$ cat src/design/wnhs_ram.sv
// Generic single-write, single-read RAM with registered read data.
module wnhs_ram #(
  parameter int unsigned WIDTH = 8,
  parameter int unsigned DEPTH = 16,
  localparam int unsigned AW = (DEPTH > 1) ? $clog2(DEPTH) : 1
) (
  input  logic             clk_i,
  input  logic             we_i,
  input  logic [AW-1:0]    waddr_i,
  input  logic [WIDTH-1:0] wdata_i,
  input  logic [AW-1:0]    raddr_i,
  output logic [WIDTH-1:0] rdata_o
);

  logic [WIDTH-1:0] mem_q [DEPTH];
  logic [WIDTH-1:0] rdata_q;

  always_ff @(posedge clk_i) begin
    if (we_i) begin
      mem_q[waddr_i] <= wdata_i;
    end
    rdata_q <= mem_q[raddr_i];
  end

  assign rdata_o = rdata_q;

endmodule

$ cat config.mk
export PLATFORM = sky130hd
export DESIGN_NAME = wnhs_ram
export DESIGN_NICKNAME = d
export VERILOG_FILES = /design/src/design/wnhs_ram.sv
export SDC_FILE = /design/constraint.sdc
export NUM_CORES = 1
export LEC_CHECK = 0
export BUFFER_PORTS_ARGS = -buffer_cell sky130_fd_sc_hd__buf_2
export CAP_MARGIN = 10
export CELL_PAD_IN_SITES_DETAIL_PLACEMENT = 1
export CELL_PAD_IN_SITES_GLOBAL_PLACEMENT = 2
export CORE_ASPECT_RATIO = 0.8
export CORE_UTILIZATION = 48
export DETAILED_ROUTE_END_ITERATION = 10
export HOLD_SLACK_MARGIN = 0.08
export PLACE_DENSITY = 0.77
export SYNTH_ARGS = -nofsm -noshare
export SYNTH_HDL_FRONTEND = slang
export SYNTH_SLANG_ARGS = --single-unit
$ cat constraint.sdc
create_clock -name clk_i -period 2.5 [get_ports clk_i]
set_input_delay 0.375 -clock clk_i [delete_from_list [all_inputs] [get_ports clk_i]]
set_output_delay 0.375 -clock clk_i [all_outputs]
set_load 0.02 [all_outputs]
# Word level (Yosys, flattened, before mapping)
# Memory sizes are Yosys's and may differ from the RTL's. A register that Yosys moved wholly into a read port is not among the register bits.
# Cells that the tools add are included.
word_totals:
  reg_bits: 0
  ram_bits: 128
  in_bits: 18
  out_inout_bits: 8
  elab_cells: 3
  memories: 1
classes:
  mux: 2
mem_list:
  columns: ["name", "words", "width", "rd", "rd_ports_with_merged_regs", "write_ports", "line", "text"]
  rows:
  - ["mem_q", 16, 8, 1, 1, 1, "15", "logic [WIDTH-1:0] mem_q [DEPTH];"]
op_table:
  columns: ["op", "n"]
  rows:
  - ["1-bit two-way mux", 2]

# Logic depth before layout (Yosys ltp)
# Gate-level depths: netlist of run 1.
depth:
  ltp_word: 2
  mapped_depth: 5
  ltp_nobuf: 3

# Worst setup path before layout of run 1
# OpenSTA, ideal clock, no wires.
synth_timing:
  path_type: "input -> register"
  start: "input port waddr_i[2]"
  end: "memory mem_q[0][0], enable pin"
  setup_ns: 0.383
  arrival_time_ns: 1.485
  required_ns: 2.117
  setup_slack_ns: 0.632
  path_stages: 2
  n_path_buf: 0
  path_cell_list: "or3b_2 > nor3_1"
synth_lines:
  columns: ["element", "line", "text"]
  rows:
  - ["start: declaration", "9", "input logic [AW-1:0] waddr_i,"]
  - ["end: declaration", "15", null]
# No word-level cell before the write port.

==> impl_results.md, run 1 <==
* Sw power at 1.038 mW
* Clock tree sinks at 136
* First-pass detailed-route iteration total at 4
* Delay-heaviest family, CP: multiplexers
* Post-Route WL at 10.63 mm
* Bufs and invs on worst path at 2
* Dpl ws at 617.0 ps
* Post-Synthesis Cells at 229
* Fmax at 676.5 MHz
* Worst path required time at 2790 ps
* Buffers added on ports at 25
* Fin Setup TNS at 0 ps
* Syn avg cell area at 22.48 sq um
* Bufs on Longest Clock Path at 2
* Final Slew Violations at 0
* Initial Util at 0.4987
* Chip height at 94.63 microns
* Area contributors post-synth: edfxtp_1 75%, mux4_2 7.9%, mux4_1 7.1%
* Clock Latency Late Sink at 410 ps
* Inserted Diodes at 0
* Clock buffer count from CTS at 17
* Detailed-route via count at 2440
* Fin Clk Skew at 5.547 ps
* Hold buffer count at cts at 0
* Placement Rows at 33
* Sequential element share of the synthesized area at 0.7778
* Crit path max fanout at 32
* Clock Root Buffer: clkbuf_16
* Crit path kind: in2reg
* Hold Crit Class: in2reg
* Drt wl/cell at 24.48 microns
* Synth Register Bits at 136
* PwrDens at 870.1 nW/um^2
* Vias in the first global route at 2543
* GRT overflow at 0
* Core area at 10320 sq um
* Ports at 26
* Cell Chain, Critical Path: buf_2, buf_12, mux4_1, a22oi_1, nand2_1
* Count of final hold-check violations at 0
* Leading area contributor after synthesis: edfxtp_1
* Post-CTS Setup Bufs at 0
* Post-synth top flop: edfxtp_1
* Placer Congestion at 0.7294
* H-Tree Depth at 4
* Sw Share at 0.1949
* Share of cells above drive strength 1 at 0.3027
* Max stage delay on crit path at 620 ps
* Largest net degree at the start of global routing at 33
* Clock Pin Slew Worst Setup and Hold Paths at 60 ps
* Max_slew headroom at 0.4545
* Outcome: finished clean
* Vias/cell at 5.622
* Util after Layout at 0.5931
* Fin crit period at 1478 ps
* Nets at 299
* RSZ-0062 raised after global routing: false
* Slew @ Worst Pin at 815.3 ps
* Synth top area share at 0.7467
* Peak supply drop at 0.0004599 V
* WP data arrival at 1770 ps
* Post-DP HPWL at 6.735 mm
* P&R area growth vs syn at 18.94%
* Crit start category: input pin
* Synth Net Count at 247
* Cell Area, Synth at 5147 sq um
* P_leak at 2.087 nW
* Initial antenna violation count at 0
* DRC Markers at 0
* Distinct cells, synth at 19
* TritonCTS clock tree: built
* Ys async rst share at 0
* Part of the power in registers at 0.482
* First-pass GRT wire length at 15.94 mm
* Power Internal at 4.289 mW
* Final WS setup at 1022 ps
* 1st-iter DRT viols at 106
* Die area at 11140 sq um
* Clock share of power at 0.471
* Setup crit end kind: register
* Comb power frac at 0.048
* Finish-stage setup viols at 0
* Final ANT Viol Nets at 0
* CTS resizes at 0
* Die X at 117.8 microns
* Post-synth EDFFs at 128
* Slowest CP cell: mux4_1
* Final Power at 5.327 mW
* Yosys warnings at 0
* Crit share post-route at 0.5913
* Max_cap viols at 0
* Global router's overall resource usage at 0.2121
## final timing paths
path / start / to / slack (ps) / cells after the start
worst max register to register: mem_q[1][5] / rdata_o[5] / 1060 / 3
worst max-delay path: raddr_i[0] / rdata_o[2] / 1020 / 5
worst min-delay path: wdata_i[0] / mem_q[6][0] / 360 / 1
worst min register to register: mem_q[0][2] / rdata_o[2] / 690 / 3
## layer usage
| layer | up-vias | global-route usage | wire length, microns |
|---|---|---|---|
| met5 | - | 0 | 0 |
| met4 | 0 | 0.1090 | 213 |
| met3 | 15 | 0.04287 | 316 |
| met2 | 64 | 0.3436 | 5191 |
| met1 | 1289 | 0.2772 | 4903 |
| li1 | 1072 | - | - |
## Yosys cell counts (2+ instances only)
master           count
edfxtp_1           128
mux4_2              18
a22oi_1             16
mux4_1              14
nor2_1              13
nand2_1              9
dfxtp_1              8
nor3_1               4
buf_2                3
buf_6                3
clkdlybuf4s25_2      3
nand2b_1             2
nand3b_1             2
## cell families after synthesis
family                 Yosys count  share of synthesized area
AOI/OAI and AO/OA               16                    0.02334
and+or+nand+nor                 35                    0.03184
muxes                           32                     0.1502
DFF                            136                     0.7778
buffers and inverters           10                    0.01677
## sequential cells by signal, summed over array words and instances (netlist names)
name,flops
rdata_o,8
mem_q,128
## area by class of cell
type                    instances  area, sq um
clock buffers                  23        478.0
clock inverters                 9        122.6
fillers                       899         4200
repair buffers                 43        285.3
multi-input cells              83         1057
well taps                     140        175.2
flip-flops and latches        136         4004
## cell usage in the layout, fill, tap and decap left out
cell,instances
nand2_1,9
clkbuf_1,3
nor2b_1,1
mux4_1,14
buf_2,25
mux4_2,18
clkbuf_8,3
nor3_1,4
edfxtp_1,128
a22oi_1,16
nor2_1,13
nand2b_1,2
and2_1,1
or3b_2,1
clkinv_2,2
clkinvlp_4,2
nand3_1,1
nand3b_1,2
clkinv_1,2
buf_4,16
and2b_1,1
bufinv_16,3
buf_12,2
clkbuf_16,17
dfxtp_1,8
## power by group through the flow
stage                     registers [mW]  clock network (mW)  logic (mW)
after detailed placement            2.61                   0       0.256
after global routing                2.57                2.62       0.274
after floorplan                     2.63                   0       0.129
final                               2.57                2.51       0.253
after CTS                           2.57                2.55       0.258
after global placement              2.61                   0       0.246
## stage by stage
step	cells	hold slack, ps	instance area (sq um)
floorplan	229	473.9	5147
global placement	402	662.1	5522
detailed placement	402	682.3	5522
CTS	434	344.6	6122
global route	434	358.6	6122
finish	434	357.7	6122
Note: power is estimated with default switching activity, not from simulation.
==> run 2, diff against run 1 <==
ABC_AREA = 1   (was unset)
CORE_UTILIZATION = 40   (was 48)
clock period = 1.55 ns   (was 2.5 ns; I/O delays follow)
==> run 2 against run 1 <==
Net effect: total power up 69%; critical path depth down 4; worst setup slack worse by 690 ps; global-route usage up 1.4 points; routed wire length up 40%; critical path type is now reg2out; critical endpoint is now rdata_o[3]; largest cell class unchanged.
==> impl_results.md, run 2 <==
* Hold buffer count at cts at 0
* Distinct cells, synth at 12
* Chip height at 109.4 microns
* Initial antenna violation count at 0
* PwrDens at 1324 nW/um^2
* Synth Net Count at 569
* Clock Latency Late Sink at 430 ps
* Finish-stage setup viols at 0
* Worst reg-to-reg setup slack at 550 ps
* Detailed-route via count at 3888
* Largest net degree at the start of global routing at 65
* Global router's overall resource usage at 0.2263
* Power Internal at 7.119 mW
* Count of final hold-check violations at 0
* Max_cap viols at 0
* Sw Share at 0.2104
* Bufs on Longest Clock Path at 2
* Fin crit period at 1221 ps
* Worst path required time at 1320 ps
* Synth top area share at 0.6665
* Final Instance Count excl. Fillers at 789
* Cell Chain, Critical Path: buf_2
* Bufs and invs on worst path at 1
* Placement Rows at 38
* Syn avg cell area at 10.47 sq um
* 1st-iter DRT viols at 212
* CP Depth at 1
* Inserted Diodes at 0
* Crit share post-route at 0.7878
* Delay-heaviest family, CP: flip-flops
* Crit path max fanout at 1
* Post-synth EDFFs at 128
* Final Slew Violations at 0
* Slowest CP cell: dfxtp_1
* Post-Synthesis Cells at 551
* Reg2Reg Depth at 6
* Vias/cell at 4.928
* Synth Register Bits at 136
* Die area at 14900 sq um
* Max FFs per register at 128
* GRT overflow at 0
* TritonCTS clock tree: built
* Drt wl/cell at 18.89 microns
* Leading area contributor after synthesis: edfxtp_1
* Die X at 136.2 microns
* First-pass detailed-route iteration total at 4
* R2r startpoint: mem_q[13][4]
* Nets at 614
* Most frequent cells after synthesis: 173 x nand2_1, 128 x edfxtp_1, 100 x inv_1
* Clock tree sinks at 136
* Post-DP HPWL at 9.531 mm
* Setup crit end kind: output pin
* Crit path kind: reg2out
* Crit path launch: rdata_o[3]
* Hold path depth at 1
* Ys async rst share at 0
* Post-CTS Setup Bufs at 0
* P&R area growth vs syn at 18.07%
* Post-synth top flop: edfxtp_1
* Critical Path Sink: rdata_o[3]
* Part of the power in registers at 0.459
* Cell Area, Synth at 5767 sq um
* CTS resizes at 0
* Share of cells above drive strength 1 at 0.1346
* Final ANT Viol Nets at 0
* Sw power at 1.897 mW
* DRC Markers at 0
* Vias in the first global route at 4076
* Fin Clk Skew at 7.265 ps
* Most common cell after layout, fill and taps aside: nand2_1
* Peak supply drop at 0.0007915 V
* Core area at 13840 sq um
* First-pass GRT wire length at 23.45 mm
* Most flops, register: mem_q
* Clock buffer count from CTS at 17
* Clock Pin Slew Worst Setup and Hold Paths at 60 ps
* Fin Setup TNS at 0 ps
* Initial Util at 0.4168
* Placer Congestion at 0.7663
* Buffers added on ports at 25
* Clock Root Buffer: clkbuf_16
* Clock share of power at 0.480
* Slew @ Worst Pin at 421.8 ps
* RSZ-0062 raised after global routing: false
* Outcome: finished clean
* WP data arrival at 990 ps
* H-Tree Depth at 4
* Post-Route WL at 14.91 mm
* Max_slew headroom at 0.7188
* Placed instance count at 757
* Count leader, synth: nand2_1
* Max stage delay on crit path at 380 ps
* Area contributors post-synth: edfxtp_1 67%, nand2_1 11%, nand3_1 8.4%
* Comb power frac at 0.061
* Hold Crit Class: in2reg
* P_leak at 2.975 nW
* Ports at 26
* RR Endpoint: rdata_o[4]
* Crit start category: register
* Most frequent cells in the layout: 173 x nand2_1, 128 x edfxtp_1, 100 x inv_1
* Fmax at 818.9 MHz
* Sequential element share of the synthesized area at 0.6943
* Yosys warnings at 0
-- run 2: layout make-up --
type	instances	area (sq um)
Inverter	102	382.9
Tap cell	180	225.2
Timing Repair Buffer	50	350.3
Clock buffer	23	488.0
Fill cell	1511	7027
Clock inverter	9	145.1
Multi-Input combinational cell	289	1214
Sequential cell	136	4004
-- run 2: worst min-delay path by stage --
| stage | slack, ps | startpoint | to |
|---|---|---|---|
| global placement | 640 | wdata_i[1] | mem_q[14][1] |
| global route | 210 | wdata_i[1] | mem_q[15][1] |
| finish | 200 | wdata_i[1] | mem_q[15][1] |
| CTS | 190 | wdata_i[1] | mem_q[2][1] |
| floorplan | 330 | wdata_i[0] | mem_q[0][0] |
| detailed placement | 650 | wdata_i[1] | mem_q[15][1] |
-- run 2: logic make-up after synthesis --
kind of cell / Yosys count / share of synthesized area
buffers and inverters: 126 / 0.09525
DFF: 136 / 0.6943
and+or+nand+nor: 289 / 0.2105
-- run 2: through the flow --
step	hold WS, ps	area (sq um)	worst slack [ps]	total power [mW]	utilization
floorplan	331.4	5767	366.7	4.528	-
global placement	640.4	6176	245.4	4.759	0.4464
detailed placement	647.2	6176	231.1	4.775	0.4464
CTS	192.6	6809	290.2	9.104	0.4921
global route	210.7	6809	298.9	9.303	0.4921
finish	202.9	6809	328.9	9.016	0.4921
-- run 2: metal layers --
| layer | vias to the layer above | GRT usage | share of wire |
|---|---|---|---|
| li1 | 1863 | - | - |
| met1 | 1931 | 0.3076 | 0.47 |
| met2 | 75 | 0.3557 | 0.47 |
| met3 | 19 | 0.04657 | 0.042 |
| met4 | 0 | 0.09127 | 0.015 |
| met5 | - | 0 | 0 |
-- run 2: worst reg2reg max path, delay by kind of cell (launching register included) --
kind,cells,cell delay (ps)
DFF,1,380
and+or+nand+nor,5,430
buffers and inverters,1,70
-- run 2: power groups by stage --
stage	Sequential, mW	Combinational, mW	Clock, mW
after floorplan	4.24	0.290	0
after global placement	4.22	0.543	0
after detailed placement	4.22	0.555	0
after CTS	4.14	0.558	4.40
after global routing	4.15	0.612	4.54
final	4.14	0.549	4.33
